File: src/rtl/core/tvm_pkg.sv
`timescale 1ns / 1ps

package tvm_pkg;

  localparam logic [15:0] PERIOD_MIN   = 16'd40;
  localparam logic [15:0] PERIOD_MAX   = 16'd50000;
  localparam logic [9:0]  FADE_START   = 10'd512;
  localparam logic [9:0]  PAN_SURR     = 10'd512;
  localparam logic [9:0]  PAN_CENTRE   = 10'd128;
  localparam logic [13:0] SVOL_MAX     = 14'h3FFF;
  localparam logic [15:0] MIXV_MAX     = 16'hFFFF;

  localparam logic [1:0] KICK_NEW  = 2'd1;
  localparam logic [1:0] KICK_OFF  = 2'd3;

  localparam logic [1:0] WAVE_SINE   = 2'd0;
  localparam logic [1:0] WAVE_SQUARE = 2'd1;
  localparam logic [1:0] WAVE_RAMPDN = 2'd2;
  localparam logic [1:0] WAVE_RAMPUP = 2'd3;

  // Operations of the shared multiplier, in issue order
  localparam logic [2:0] STEP_FADE_CHAN = 3'd0;
  localparam logic [2:0] STEP_NOTE      = 3'd1;
  localparam logic [2:0] STEP_MIX       = 3'd2;
  localparam logic [2:0] STEP_GLOBAL    = 3'd3;
  localparam logic [2:0] STEP_ENV       = 3'd4;
  localparam logic [2:0] STEP_PAN       = 3'd5;
  localparam logic [2:0] STEP_VIB       = 3'd6;

  typedef enum logic [3:0] {
    REG_VIB_DEPTH    = 4'd0,
    REG_VIB_SWEEP    = 4'd1,
    REG_VIB_RATE     = 4'd2,
    REG_VIB_WAVEFORM = 4'd3,
    REG_FADE_RATE    = 4'd4,
    REG_STEREO_ON    = 4'd5,
    REG_MIX_LEVEL    = 4'd6,
    REG_GLOBAL_LEVEL = 4'd7
  } tvm_reg_e;

  typedef enum logic [2:0] {
    ST_IDLE = 3'b001,
    ST_CALC = 3'b010,
    ST_DONE = 3'b100
  } tvm_state_e;

  // Sine magnitude, 128 entries over half a period
  localparam logic [6:0] SINE_TAB [128] = '{
     7'd0,  7'd1,  7'd3,  7'd4,  7'd6,  7'd7,  7'd9, 7'd10,
    7'd12, 7'd14, 7'd15, 7'd17, 7'd18, 7'd20, 7'd21, 7'd23,
    7'd24, 7'd25, 7'd27, 7'd28, 7'd30, 7'd31, 7'd32, 7'd34,
    7'd35, 7'd36, 7'd38, 7'd39, 7'd40, 7'd41, 7'd42, 7'd44,
    7'd45, 7'd46, 7'd47, 7'd48, 7'd49, 7'd50, 7'd51, 7'd52,
    7'd53, 7'd54, 7'd54, 7'd55, 7'd56, 7'd57, 7'd57, 7'd58,
    7'd59, 7'd59, 7'd60, 7'd60, 7'd61, 7'd61, 7'd62, 7'd62,
    7'd62, 7'd63, 7'd63, 7'd63, 7'd63, 7'd63, 7'd63, 7'd63,
    7'd64, 7'd63, 7'd63, 7'd63, 7'd63, 7'd63, 7'd63, 7'd63,
    7'd62, 7'd62, 7'd62, 7'd61, 7'd61, 7'd60, 7'd60, 7'd59,
    7'd59, 7'd58, 7'd57, 7'd57, 7'd56, 7'd55, 7'd54, 7'd54,
    7'd53, 7'd52, 7'd51, 7'd50, 7'd49, 7'd48, 7'd47, 7'd46,
    7'd45, 7'd44, 7'd42, 7'd41, 7'd40, 7'd39, 7'd38, 7'd36,
    7'd35, 7'd34, 7'd32, 7'd31, 7'd30, 7'd28, 7'd27, 7'd25,
    7'd24, 7'd23, 7'd21, 7'd20, 7'd18, 7'd17, 7'd15, 7'd14,
    7'd12, 7'd10,  7'd9,  7'd7,  7'd6,  7'd4,  7'd3,  7'd1
  };

endpackage

File: src/rtl/core/tracker_voice_tick_modulator.sv
`timescale 1ns / 1ps

// Per-tick voice modulator: fadeout, auto-vibrato, volume and panning shaping.
// Input stream (s_axis): one transaction per voice per tracker tick; tuser
// carries the kick code, tdata the period, volume factors, envelope results
// and flags. Output stream (m_axis): one result transaction per input, with
// tuser = dead and tdata = volumes, panning and vibrated period.
// Config channel (cfg_*): register index and data, always ready; write it
// only while no transaction is in flight.
// An item is captured at the accepting edge; then seven passes go through
// the single shared 44x10 multiplier (five volume factors, the panning
// span, the vibrato depth), and the result is loaded into the output
// register. s_axis_tready is low from acceptance until that load, so the
// block takes no new item before it is through with the last one.
// The result sits in an output register; the next item may be accepted
// while it waits. If the receiver stalls, the following result holds in
// the sequencer until the output register frees up.
// Reset (rst_ni low) clears the fade level, vibrato phase and sweep, the
// sequencer and the output valid, and loads the register reset values.
module tracker_voice_tick_modulator (
  input  logic        clk_i,
  input  logic        rst_ni,
  input  logic        s_axis_tvalid,
  output logic        s_axis_tready,
  // [15:0] period_in, [22:16] chan_volume, [31:23] note_volume,
  // [38:32] vol_env_level, [39] vol_env_done, [40] vol_env_zero_end,
  // [50:41] pan_position, [57:51] pan_env_level, [58] note_fading,
  // [59] muted, [60] voice_gone, [63:61] zero
  input  logic [63:0] s_axis_tdata,
  // [1:0] kick
  input  logic [1:0]  s_axis_tuser,
  output logic        m_axis_tvalid,
  input  logic        m_axis_tready,
  // [15:0] mix_volume, [29:16] sample_volume, [39:30] pan_out,
  // [56:40] period_out, [63:57] zero
  output logic [63:0] m_axis_tdata,
  // [0] dead
  output logic [0:0]  m_axis_tuser,
  input  logic        cfg_valid_i,
  output logic        cfg_ready_o,
  input  logic [3:0]  cfg_addr_i,
  input  logic [10:0] cfg_data_i
);
  import tvm_pkg::*;

  // Configuration registers
  logic [7:0]  vib_depth_q, vib_sweep_speed_q, vib_rate_q;
  logic [1:0]  vib_waveform_q;
  logic [10:0] fade_rate_q;
  logic        stereo_on_q;
  logic [7:0]  mix_level_q, global_level_q;

  // Voice state
  logic [9:0]  fade_level_q, fade_level_d;
  logic [7:0]  vib_phase_q;
  logic [15:0] vib_sweep_q, vib_sweep_d;

  tvm_state_e  state_q, state_d;
  logic [2:0]  step_q;

  // Captured item
  logic [9:0]  fade_cur_q;
  logic [6:0]  chan_q, venv_q;
  logic [8:0]  notev_q;
  logic [9:0]  pan_pos_q;
  logic [6:0]  pan_env_q;
  logic [15:0] period_q;
  logic        muted_q, dead_q;
  logic [15:0] depth_t_q;
  logic [7:0]  wave_q;

  // Work results
  logic [48:0] acc_q;
  logic [13:0] svol_q;
  logic [15:0] mixv_q;
  logic [17:0] pan_mul_q;
  logic [7:0]  vib_off_q;

  logic        m_valid_q;
  logic [63:0] m_data_q;
  logic        m_dead_q;

  // Input field unpacking
  logic [1:0]  in_kick;
  logic [15:0] in_period;
  logic [6:0]  in_chan, in_venv, in_pan_env;
  logic [8:0]  in_notev;
  logic        in_done, in_zero, in_fading, in_muted, in_gone;
  logic [9:0]  in_pan_pos;

  assign in_kick    = s_axis_tuser;
  assign in_period  = s_axis_tdata[15:0];
  assign in_chan    = s_axis_tdata[22:16];
  assign in_notev   = s_axis_tdata[31:23];
  assign in_venv    = s_axis_tdata[38:32];
  assign in_done    = s_axis_tdata[39];
  assign in_zero    = s_axis_tdata[40];
  assign in_pan_pos = s_axis_tdata[50:41];
  assign in_pan_env = s_axis_tdata[57:51];
  assign in_fading  = s_axis_tdata[58];
  assign in_muted   = s_axis_tdata[59];
  assign in_gone    = s_axis_tdata[60];

  logic in_fire;
  assign s_axis_tready = (state_q == ST_IDLE);
  assign in_fire       = s_axis_tvalid && s_axis_tready;
  assign cfg_ready_o   = 1'b1;

  // Capture-time logic: kick, envelope end, fade step, period clamp, sweep and waveform
  logic [9:0]  fade_kick, fade_cur;
  logic        fading_eff;
  logic [15:0] period_clamp;
  logic        sweep_grow;
  logic [15:0] sweep_sum, depth_t;
  logic [15:0] sweep_base;
  logic [6:0]  ramp;
  logic [7:0]  sine_mag, wave;

  always_comb begin
    fade_kick  = ((in_kick == KICK_NEW) || (in_kick == KICK_OFF)) ? FADE_START
                                                                 : fade_level_q;
    fade_cur   = (in_done && in_zero) ? 10'd0 : fade_kick;
    fading_eff = in_fading || (in_done && !in_zero);
    if (fading_eff && (fade_cur != 10'd0)) begin
      if ({1'b0, fade_cur} >= fade_rate_q) begin
        fade_level_d = fade_cur - fade_rate_q[9:0];
      end else begin
        fade_level_d = 10'd0;
      end
    end else begin
      fade_level_d = fade_cur;
    end

    if (in_period < PERIOD_MIN) begin
      period_clamp = PERIOD_MIN;
    end else if (in_period > PERIOD_MAX) begin
      period_clamp = PERIOD_MAX;
    end else begin
      period_clamp = in_period;
    end

    sweep_base = ((in_kick == KICK_NEW) || (in_kick == KICK_OFF)) ? 16'd0 : vib_sweep_q;
    sweep_grow = (sweep_base[15:8] < vib_depth_q);
    sweep_sum  = sweep_base + {8'd0, vib_sweep_speed_q};
    vib_sweep_d = sweep_grow ? sweep_sum : sweep_base;
    depth_t     = sweep_grow ? sweep_sum : {vib_depth_q, 8'd0};

    ramp     = {~vib_phase_q[7], vib_phase_q[6:1]};
    sine_mag = {1'b0, SINE_TAB[vib_phase_q[6:0]]};
    case (vib_waveform_q)
      WAVE_SINE:   wave = vib_phase_q[7] ? (8'd0 - sine_mag) : sine_mag;
      WAVE_SQUARE: wave = vib_phase_q[7] ? 8'hC0 : 8'h40;
      WAVE_RAMPDN: wave = 8'd63 - {1'b0, ramp};
      default:     wave = {1'b0, ramp} - 8'd64;
    endcase
    if (vib_depth_q == 8'd0) begin
      wave = 8'd0;
    end
  end

  // Shared multiplier and its operand select
  logic signed [43:0] mul_a;
  logic signed [9:0]  mul_b;
  logic signed [53:0] mul_p;
  logic signed [10:0] pan_diff, pan_dist, pan_span;

  always_comb begin
    pan_diff = $signed({1'b0, pan_pos_q}) - $signed({1'b0, PAN_CENTRE});
    pan_dist = pan_diff[10] ? -pan_diff : pan_diff;
    pan_span = $signed({1'b0, PAN_CENTRE}) - pan_dist;
    case (step_q)
      STEP_FADE_CHAN: begin
        mul_a = $signed({34'd0, fade_cur_q});
        mul_b = $signed({3'd0, chan_q});
      end
      STEP_NOTE: begin
        mul_a = $signed({1'b0, acc_q[42:0]});
        mul_b = $signed({1'b0, notev_q});
      end
      STEP_MIX: begin
        mul_a = $signed({1'b0, acc_q[42:0]});
        mul_b = $signed({2'd0, mix_level_q});
      end
      STEP_GLOBAL: begin
        mul_a = $signed({1'b0, acc_q[42:0]});
        mul_b = $signed({2'd0, global_level_q});
      end
      STEP_ENV: begin
        mul_a = $signed({1'b0, acc_q[42:0]});
        mul_b = $signed({3'd0, venv_q});
      end
      STEP_PAN: begin
        mul_a = 44'(pan_span);
        mul_b = 10'($signed(pan_env_q));
      end
      default: begin
        mul_a = $signed({28'd0, depth_t_q});
        mul_b = 10'($signed(wave_q));
      end
    endcase
    mul_p = mul_a * mul_b;
  end

  // Sequencer
  logic out_free;
  assign out_free = !m_valid_q || m_axis_tready;

  always_comb begin
    state_d = state_q;
    unique case (state_q)
      ST_IDLE: if (in_fire) state_d = ST_CALC;
      ST_CALC: if (step_q == STEP_VIB) state_d = ST_DONE;
      ST_DONE: if (out_free) state_d = ST_IDLE;
      default: state_d = ST_IDLE;
    endcase
  end

  always_ff @(posedge clk_i or negedge rst_ni) begin
    if (!rst_ni) begin
      state_q <= ST_IDLE;
      step_q  <= STEP_FADE_CHAN;
    end else begin
      state_q <= state_d;
      if (state_q == ST_CALC) begin
        step_q <= step_q + 3'd1;
      end else begin
        step_q <= STEP_FADE_CHAN;
      end
    end
  end

  // Configuration and voice state
  always_ff @(posedge clk_i or negedge rst_ni) begin
    if (!rst_ni) begin
      vib_depth_q       <= 8'd0;
      vib_sweep_speed_q <= 8'd0;
      vib_rate_q        <= 8'd0;
      vib_waveform_q    <= WAVE_SINE;
      fade_rate_q       <= 11'd0;
      stereo_on_q       <= 1'b1;
      mix_level_q       <= 8'd128;
      global_level_q    <= 8'd128;
      fade_level_q      <= 10'd0;
      vib_phase_q       <= 8'd0;
      vib_sweep_q       <= 16'd0;
    end else begin
      if (cfg_valid_i) begin
        unique case (tvm_reg_e'(cfg_addr_i))
          REG_VIB_DEPTH:    vib_depth_q       <= cfg_data_i[7:0];
          REG_VIB_SWEEP:    vib_sweep_speed_q <= cfg_data_i[7:0];
          REG_VIB_RATE:     vib_rate_q        <= cfg_data_i[7:0];
          REG_VIB_WAVEFORM: vib_waveform_q    <= cfg_data_i[1:0];
          REG_FADE_RATE:    fade_rate_q       <= cfg_data_i;
          REG_STEREO_ON:    stereo_on_q       <= cfg_data_i[0];
          REG_MIX_LEVEL:    mix_level_q       <= cfg_data_i[7:0];
          REG_GLOBAL_LEVEL: global_level_q    <= cfg_data_i[7:0];
          default: ;
        endcase
      end
      // A gone voice leaves the state untouched
      if (in_fire && !in_gone) begin
        fade_level_q <= fade_level_d;
        vib_phase_q  <= vib_phase_q + vib_rate_q;
        vib_sweep_q  <= vib_sweep_d;
      end
    end
  end

  // Capture and work registers
  always_ff @(posedge clk_i) begin
    if (in_fire) begin
      fade_cur_q <= fade_cur;
      chan_q     <= in_chan;
      notev_q    <= in_notev;
      venv_q     <= in_venv;
      pan_pos_q  <= in_pan_pos;
      pan_env_q  <= in_pan_env;
      period_q   <= period_clamp;
      muted_q    <= in_muted;
      dead_q     <= in_gone || (fade_cur == 10'd0);
      depth_t_q  <= depth_t;
      wave_q     <= wave;
    end
    if (state_q == ST_CALC) begin
      case (step_q)
        STEP_NOTE: begin
          acc_q <= mul_p[48:0];
          // (vol / 16384) * 16, saturated
          svol_q <= (mul_p[25:24] != 2'd0) ? SVOL_MAX : {mul_p[23:14], 4'd0};
        end
        STEP_ENV: begin
          acc_q  <= mul_p[48:0];
          mixv_q <= (mul_p[48:44] != 5'd0) ? MIXV_MAX : mul_p[43:28];
        end
        STEP_PAN: pan_mul_q <= mul_p[17:0];
        STEP_VIB: vib_off_q <= mul_p[23:16];
        default:  acc_q <= mul_p[48:0];
      endcase
    end
  end

  // Result assembly
  logic signed [17:0] pan_round;
  logic signed [12:0] pan_mod;
  logic signed [13:0] pan_sum;
  logic [9:0]         pan_res;
  logic signed [16:0] period_res;
  logic [15:0]        mixv_res;

  always_comb begin
    // Divide by 32 toward zero
    pan_round = $signed(pan_mul_q) + (pan_mul_q[17] ? 18'sd31 : 18'sd0);
    pan_mod   = 13'(pan_round >>> 5);
    pan_sum   = $signed({4'd0, pan_pos_q}) + 14'(pan_mod);
    if (!stereo_on_q) begin
      pan_res = PAN_CENTRE;
    end else if (pan_pos_q == PAN_SURR) begin
      pan_res = PAN_SURR;
    end else if (pan_sum < 14'sd0) begin
      pan_res = 10'd0;
    end else if (pan_sum > 14'sd255) begin
      pan_res = 10'd255;
    end else begin
      pan_res = pan_sum[9:0];
    end
    period_res = $signed({1'b0, period_q}) - 17'($signed(vib_off_q));
    mixv_res   = muted_q ? 16'd0 : mixv_q;
  end

  always_ff @(posedge clk_i or negedge rst_ni) begin
    if (!rst_ni) begin
      m_valid_q <= 1'b0;
    end else if ((state_q == ST_DONE) && out_free) begin
      m_valid_q <= 1'b1;
    end else if (m_axis_tready) begin
      m_valid_q <= 1'b0;
    end
  end

  always_ff @(posedge clk_i) begin
    if ((state_q == ST_DONE) && out_free) begin
      m_dead_q <= dead_q;
      if (dead_q) begin
        m_data_q <= 64'd0;
      end else begin
        m_data_q <= {7'd0, period_res, pan_res, svol_q, mixv_res};
      end
    end
  end

  assign m_axis_tvalid = m_valid_q;
  assign m_axis_tdata  = m_data_q;
  assign m_axis_tuser  = m_dead_q;

`ifndef ASSERT_OFF
  a_busy_after_accept : assert property (@(posedge clk_i) disable iff (!rst_ni)
    in_fire |=> !s_axis_tready)
    else $error("input accepted again right after an accept");

  a_dead_zero_payload : assert property (@(posedge clk_i) disable iff (!rst_ni)
    (m_axis_tvalid && m_axis_tuser[0]) |-> (m_axis_tdata == 64'd0))
    else $error("dead result carries a nonzero payload");

  a_fade_bounded : assert property (@(posedge clk_i) disable iff (!rst_ni)
    fade_level_q <= FADE_START)
    else $error("fade level above its start value");

  a_no_overwrite : assert property (@(posedge clk_i) disable iff (!rst_ni)
    (m_axis_tvalid && !m_axis_tready) |=> $stable(m_axis_tdata))
    else $error("pending result overwritten");
`endif

endmodule

File: config.mk
export PLATFORM = sky130hd
export DESIGN_NAME = tracker_voice_tick_modulator
export DESIGN_NICKNAME = d
export VERILOG_FILES = /design/src/rtl/core/tvm_pkg.sv /design/src/rtl/core/tracker_voice_tick_modulator.sv
export SDC_FILE = /design/constraint.sdc
export NUM_CORES = 2
export LEC_CHECK = 0
export BUFFER_PORTS_ARGS = -buffer_cell sky130_fd_sc_hd__buf_4
export CAP_MARGIN = 15
export CORE_ASPECT_RATIO = 0.6
export CORE_MARGIN = 10
export CORE_UTILIZATION = 55
export DETAILED_ROUTE_END_ITERATION = 6
export GPL_TIMING_DRIVEN = 0
export PLACE_DENSITY = 0.78
export SLEW_MARGIN = 10
export SYNTH_ARGS = -nofsm -noshare
export SYNTH_HDL_FRONTEND = slang
export SYNTH_SLANG_ARGS = --single-unit
export TNS_END_PERCENT = 50
File: constraint.sdc
create_clock -name clk_i -period 25.8 [get_ports clk_i]
set_input_delay 1.29 -clock clk_i [delete_from_list [all_inputs] [get_ports clk_i]]
set_output_delay 1.29 -clock clk_i [all_outputs]
set_load 0.01 [all_outputs]
After elaboration in Yosys (flattened, before gate mapping). Memory sizes are Yosys's and may differ from the RTL's. Cells that the tools add are included.

Output and inout port bits: 68. Logic and storage cells: 162. Memories: 1. Bits in read-only memories: 896. Input port bits: 86. Bits in registers: 351.

Memory list: (no name shown) (words 128, bits a word 7, rd ports 1, clocked after memory_dff 0, wr ports 0, RTL line tracker_voice_tick_modulator.sv:149) `sine_mag = {1'b0, SINE_TAB[vib_phase_q[6:0]]};`.

Bitwise operators: 4. Add/subtract/negate cells: 13. Equal/unequal tests: 24. Order comparisons: 7. Multipliers: 1. Reduce and logical (&&, ||, !) cells: 43. Muxes and demuxes: 29.

Operators with widths (count): case mux 44 bit (3 select lines) (1); two-way mux 10 bit (7); two-way mux 16 bit (4); case mux 10 bit (6 select lines) (1); multiplier 44 x 10 -> 49 bit (1); AND reduction 2 bit (13); two-way mux 8 bit (3); case mux 8 bit (3 select lines) (1); adder 18 x 6 -> 18 bit (1); subtractor 17 x 8 -> 17 bit (1); adder 16 x 8 -> 16 bit (1); equality test 4 x 3 -> 1 bit, second input constant (4); > comparator 16 bit, second input constant (1); less-than comparator 16 x 6 -> 1 bit, second input constant (1); adder 11 x 13 -> 14 bit (1); > comparator 14 x 9 -> 1 bit, second input constant (1); less-than comparator 14 x 1 -> 1 bit, second input constant (1); two-way mux 7 bit (2); equality test 3 bit, second input constant (4); two-way mux 3 bit (4); greater-or-equal comparator 10 x 11 -> 1 bit (1); two-way mux 11 bit (1); negator 11 bit (1); subtractor 10 x 8 -> 11 bit, second input constant (1); 39 further kinds (64).

Depth between registers and ports, before layout.
Depth after elaboration: 8. Mapped depth: 35. Gate-level depth less buffers: 32.

Worst setup path before layout. Ideal clock, no wire load.

Path kind: register to register. Start point: register step_q[2]. End point: register mixv_q[15], data pin. Slack: 16.918 ns. Data required time: 25.527 ns. Cell stages (with the launch flop): 30. Data arrival time: 8.609 ns. Period minus slack after synthesis: 8.882 ns. Library setup time: 0.273 ns. Path buffers: 6. Cell sequence: dfrtp_1 > clkbuf_1 > clkbuf_1 > inv_1 > ha_1 > clkbuf_1 > or4_1 > o31a_1 > clkbuf_1 > a221oi_1 > or2_2 > fa_1 > fa_1 > fa_1 > fa_1 > inv_1 > fa_1 > ha_1 > clkbuf_1 > nand2_1 > nor3_1 > a21oi_1 > a2111oi_0 > nor3_1 > o211ai_1 > mux2i_1 > o22ai_1 > nor3_1 > clkbuf_1 > nand4b_1.

Longest elaborated chain between the ends: 5. Elaborated cells between the ends (all ways): 11. Those cells by class: 1 x mul; 5 x eq/ne; 2 x mux; 3 x reduce/logical.

Ends and longest elaborated chain: from (decl) (RTL line tracker_voice_tick_modulator.sv:59) `logic [2:0] step_q;`; from (signal assigned) (RTL line tracker_voice_tick_modulator.sv:225) `step_q <= step_q + 3'd1;`; equality test 3 bit (tied with other cells) (RTL line tracker_voice_tick_modulator.sv:171) `case (step_q)`; OR reduction 4 bit (no source line); case mux 44 bit (3 select lines) (RTL line tracker_voice_tick_modulator.sv:171); multiplier 44 x 10 -> 49 bit * (RTL line tracker_voice_tick_modulator.sv:201) `mul_p = mul_a * mul_b;`; nonzero test 5 bit (RTL line tracker_voice_tick_modulator.sv:293) `mixv_q <= (mul_p[48:44] != 5'd0) ? MIXV_MAX : mul_p[43:28];`; to (signal assigned) (RTL line tracker_voice_tick_modulator.sv:293); to (decl) (RTL line tracker_voice_tick_modulator.sv:75) `logic [15:0] mixv_q;`.

Every way passes the cells marked *; elsewhere a longest branch is shown, timed or not. A chain may end at the register's enable or synchronous reset.

Worst setup path in the final report. Ends and elaborated chain as after synthesis.

==> results.py <==
metrics = {
    "run_status": {
        "status": "complete, no violations",
    },
    "yosys": {
        "synth_edf_count": 243,
        "syn_area_um2": 31500,
        "yosys_warnings": 0,
        "synth_area_per_cell_um2": 9.66,
        "async_reset_ff_share_pct": 28.1,
        "ys_ff_latch": 338,
        "synth_top_flop_cell": "edfxtp_1",
        "synthesis.instances": 3259,
        "synth-seq-area-share_pct": 30.7,
        "ys_types": 89,
    },
    "final_layout": {
        "nNetsFinal": 4064,
        "seqCellArea_um2": 9680,
        "synthToLayoutAreaGrowth_pct": 11.1,
        "layout_common_cells": "inv_1, nand2_1, fa_1, nor2_1, edfxtp_1",
        "final_common_cell": "inv_1",
        "n_fill_cell": 4593,
        "drive_gt1_share_pct": 9.63,
        "multi_input_area_um2": 19600,
    },
    "clock_tree": {
        "cts.sinks": 338,
        "cts_resized": 0,
        "postCtsSetupRepairBufs": 0,
        "htree_num_levels": 2,
        "clk_pin_slew_ns": 0.07,
        "cts_max_path_buffers": 3,
        "cts_root_buf": "clkbuf_16",
        "cts_tree": "yes",
        "cts_hold_buf": 0,
        "numCtsBuffers": 35,
        "clk_latency_ns": 0.57,
    },
    "timing": {
        "fin_ws_ns": 13.98,
        "relSlewSlack_pct": 26.3,
        "hold_viol": 0,
        "finalSetupTns_ns": 0,
        "fin_crit_sh_pct": 45.8,
        "skew_ns": 0.0217,
        "rsz0062_at_grt": "no",
        "drv_slew": 0,
        "tightest_slew_ns": 1.11,
        "period_needed_ns": 11.82,
        "timing.fmax_mhz": 84.6,
        "finalSetupViolCount": 0,
    },
    "routing": {
        "vias_per_cell": 5.83,
        "ant_nets": 0,
        "dr_total_vias": 24700,
        "drt-total-wl_mm": 89.2,
        "first_pass_iters": 6,
        "drc_errors": 0,
        "routedWlPerCell_um": 21.0,
        "drt_iter0_markers": 3344,
    },
    "setup_path": {
        "cp.buffers_inverters": 12,
        "slowest_delay_ns": 0.74,
        "cp.depth": 33,
        "crit_path_frequent_cell": "clkbuf_1",
        "cp_slowest_cell": "o31ai_1",
        "reg2reg_from": "step_q[2]",
        "startpoint_type": "flop",
        "cp_data_arrival_time_ns": 12.09,
        "crit_family": "buffers and inverters",
        "critPathMaxFanout": 10,
        "r2r_slack_ns": 13.98,
        "cp-startpoint": "step_q[2]",
        "endpoint_kind": "flop",
        "crit_type": "reg -> reg",
        "crit_required_ns": 26.07,
        "crit-reg2reg-capture": "mixv_q[15]",
        "r2r.worst_path.cells": 33,
        "cp-endpoint": "mixv_q[15]",
    },
    "floorplanning": {
        "num_io_pins": 154,
        "dieWidth_um": 329,
        "die-area_um2": 67500,
        "core_um2": 56300,
        "start_util_pct": 56.0,
        "dieHeight_um": 205,
        "rows": 67,
    },
    "placed_design": {
        "dp_hpwl_mm": 71.0,
        "gp_congestion": 1.02,
        "pre_cts_ws_ns": 14.48,
        "port_buffers": 140,
    },
    "worst_hold_path": {
        "min_path_type": "reg -> reg",
        "holdPathStages": 1,
    },
    "grt": {
        "first_global_vias": 24400,
        "grt.overflow.total": 0,
        "grt_max_degree": 65,
        "grt_usage_pct": 26.5,
        "antenna_found_initial": 3,
        "grt_pass1_wl_mm": 140,
    },
    "run": {
        "drv_cap": 0,
    },
}
[metrics by stage]
stage | area [um2] | instances | hold slack [ns] | util (%)
4_1_cts | 35000 | 4238 | 0.497 | 62.2
3_5_place_dp | 33700 | 4175 | 0.478 | 60.0
6_report | 35000 | 4241 | 0.494 | 62.2
3_3_place_gp | 33500 | 4165 | 0.471 | 59.6
2_1_floorplan | 31500 | 3266 | 0.450 | -
5_1_grt | 35000 | 4241 | 0.524 | 62.2
[Yosys cell counts, types with 7 or more instances]
| cell | number | area [um2] |
|---|---|---|
| o211ai_1 | 11 | 82.6 |
| fa_1 | 339 | 6790 |
| o21ai_0 | 101 | 505 |
| inv_1 | 445 | 1670 |
| a21oi_1 | 152 | 761 |
| o21a_1 | 15 | 113 |
| nand2b_1 | 27 | 169 |
| o21bai_1 | 13 | 97.6 |
| clkbuf_1 | 119 | 447 |
| nor4_1 | 8 | 50.1 |
| buf_1 | 14 | 52.6 |
| o31ai_1 | 7 | 52.6 |
| a221oi_1 | 14 | 123 |
| xnor2_1 | 86 | 753 |
| nor2_1 | 325 | 1220 |
| nand2_1 | 404 | 1520 |
| edfxtp_1 | 243 | 7300 |
| a22oi_1 | 9 | 67.6 |
| nand3b_1 | 9 | 67.6 |
| mux2i_1 | 12 | 120 |
| a21boi_0 | 10 | 75.1 |
| and2_1 | 53 | 332 |
| or3_1 | 26 | 163 |
| a31oi_1 | 19 | 119 |
| buf_4 | 12 | 90.1 |
| a21o_1 | 43 | 323 |
| a22o_1 | 18 | 158 |
| xor2_1 | 49 | 429 |
| dfrtp_1 | 91 | 2280 |
| ha_1 | 185 | 2310 |
| nor2b_1 | 51 | 319 |
| a211o_1 | 7 | 61.3 |
| nand3_1 | 41 | 205 |
| mux2_2 | 68 | 766 |
| nor3b_1 | 11 | 82.6 |
| nor3_1 | 40 | 200 |
| nand4_1 | 12 | 75.1 |
| a221o_1 | 11 | 110 |
| a222oi_1 | 8 | 80.1 |
| a211oi_1 | 20 | 150 |
| and3_1 | 20 | 125 |
| o22ai_1 | 8 | 50.1 |
[worst min-delay path by stage]
stage	startpoint	endpoint	slack [ns]
6_report	vib_sweep_q[0]	vib_sweep_q[0]	0.49
5_1_grt	mix_level_q[1]	mix_level_q[1]	0.52
4_1_cts	vib_sweep_q[0]	vib_sweep_q[0]	0.50
3_5_place_dp	vib_sweep_q[4]	vib_sweep_q[4]	0.48
3_3_place_gp	vib_sweep_q[15]	vib_sweep_q[15]	0.47
2_1_floorplan	vib_sweep_q[15]	vib_sweep_q[15]	0.45
[sequential cells by signal, summed over array words and instances, names as in the netlist, 11 cells and up]
name / cells
fade_rate_q: 11
pan_mul_q: 18
acc_q: 43
depth_t_q: 16
vib_sweep_q: 16
m_axis_tdata: 54
mixv_q: 16
svol_q: 11
period_q: 16
[layer usage]
layer,share of wire (%),track usage [%],vias to the layer above
li1,-,-,11200
met1,44,39.2,11900
met2,39,35.8,1502
met3,15,10.8,165
met4,2.2,5.63,0
met5,0,0,-
[final cells by class]
type                            count  area share (%)
Timing Repair Buffer              151            3.52
Tap cell                          759            2.72
Clock inverter                     20           0.687
Antenna cell                        2          0.0143
Sequential cell                   338            27.7
Multi-Input combinational cell   2333            56.0
Clock buffer                       43            2.83
Buffer                            149            1.78
Inverter                          446            4.79
[worst reg2reg max path: cells and delay by family (launching register included)]
family                   cells  cell delay [ns]
AND/OR/NAND/NOR              5             1.73
buffers and inverters       12             3.89
adder cells (fa/ha/maj)      7             3.05
AO/OA/AOI/OAI                9             2.54
flip-flops                   1             0.34
[cell families (layout without fill, tap and decap cells)]
group           after synthesis  after routing  share of synthesized area, %
compound gates              516            516                          10.8
xor+xnor                    137            137                          3.88
fa+ha+maj                   526            526                          29.0
other cells                   2             11                        0.0239
buf+inv                     595            809                          7.29
mux                          82             82                          2.96
flops                       338            338                          30.7
simple gates               1063           1063                          15.3
Power is not shown: default switching activity piles up to over one toggle a cycle in this logic, so the estimate is an artifact.
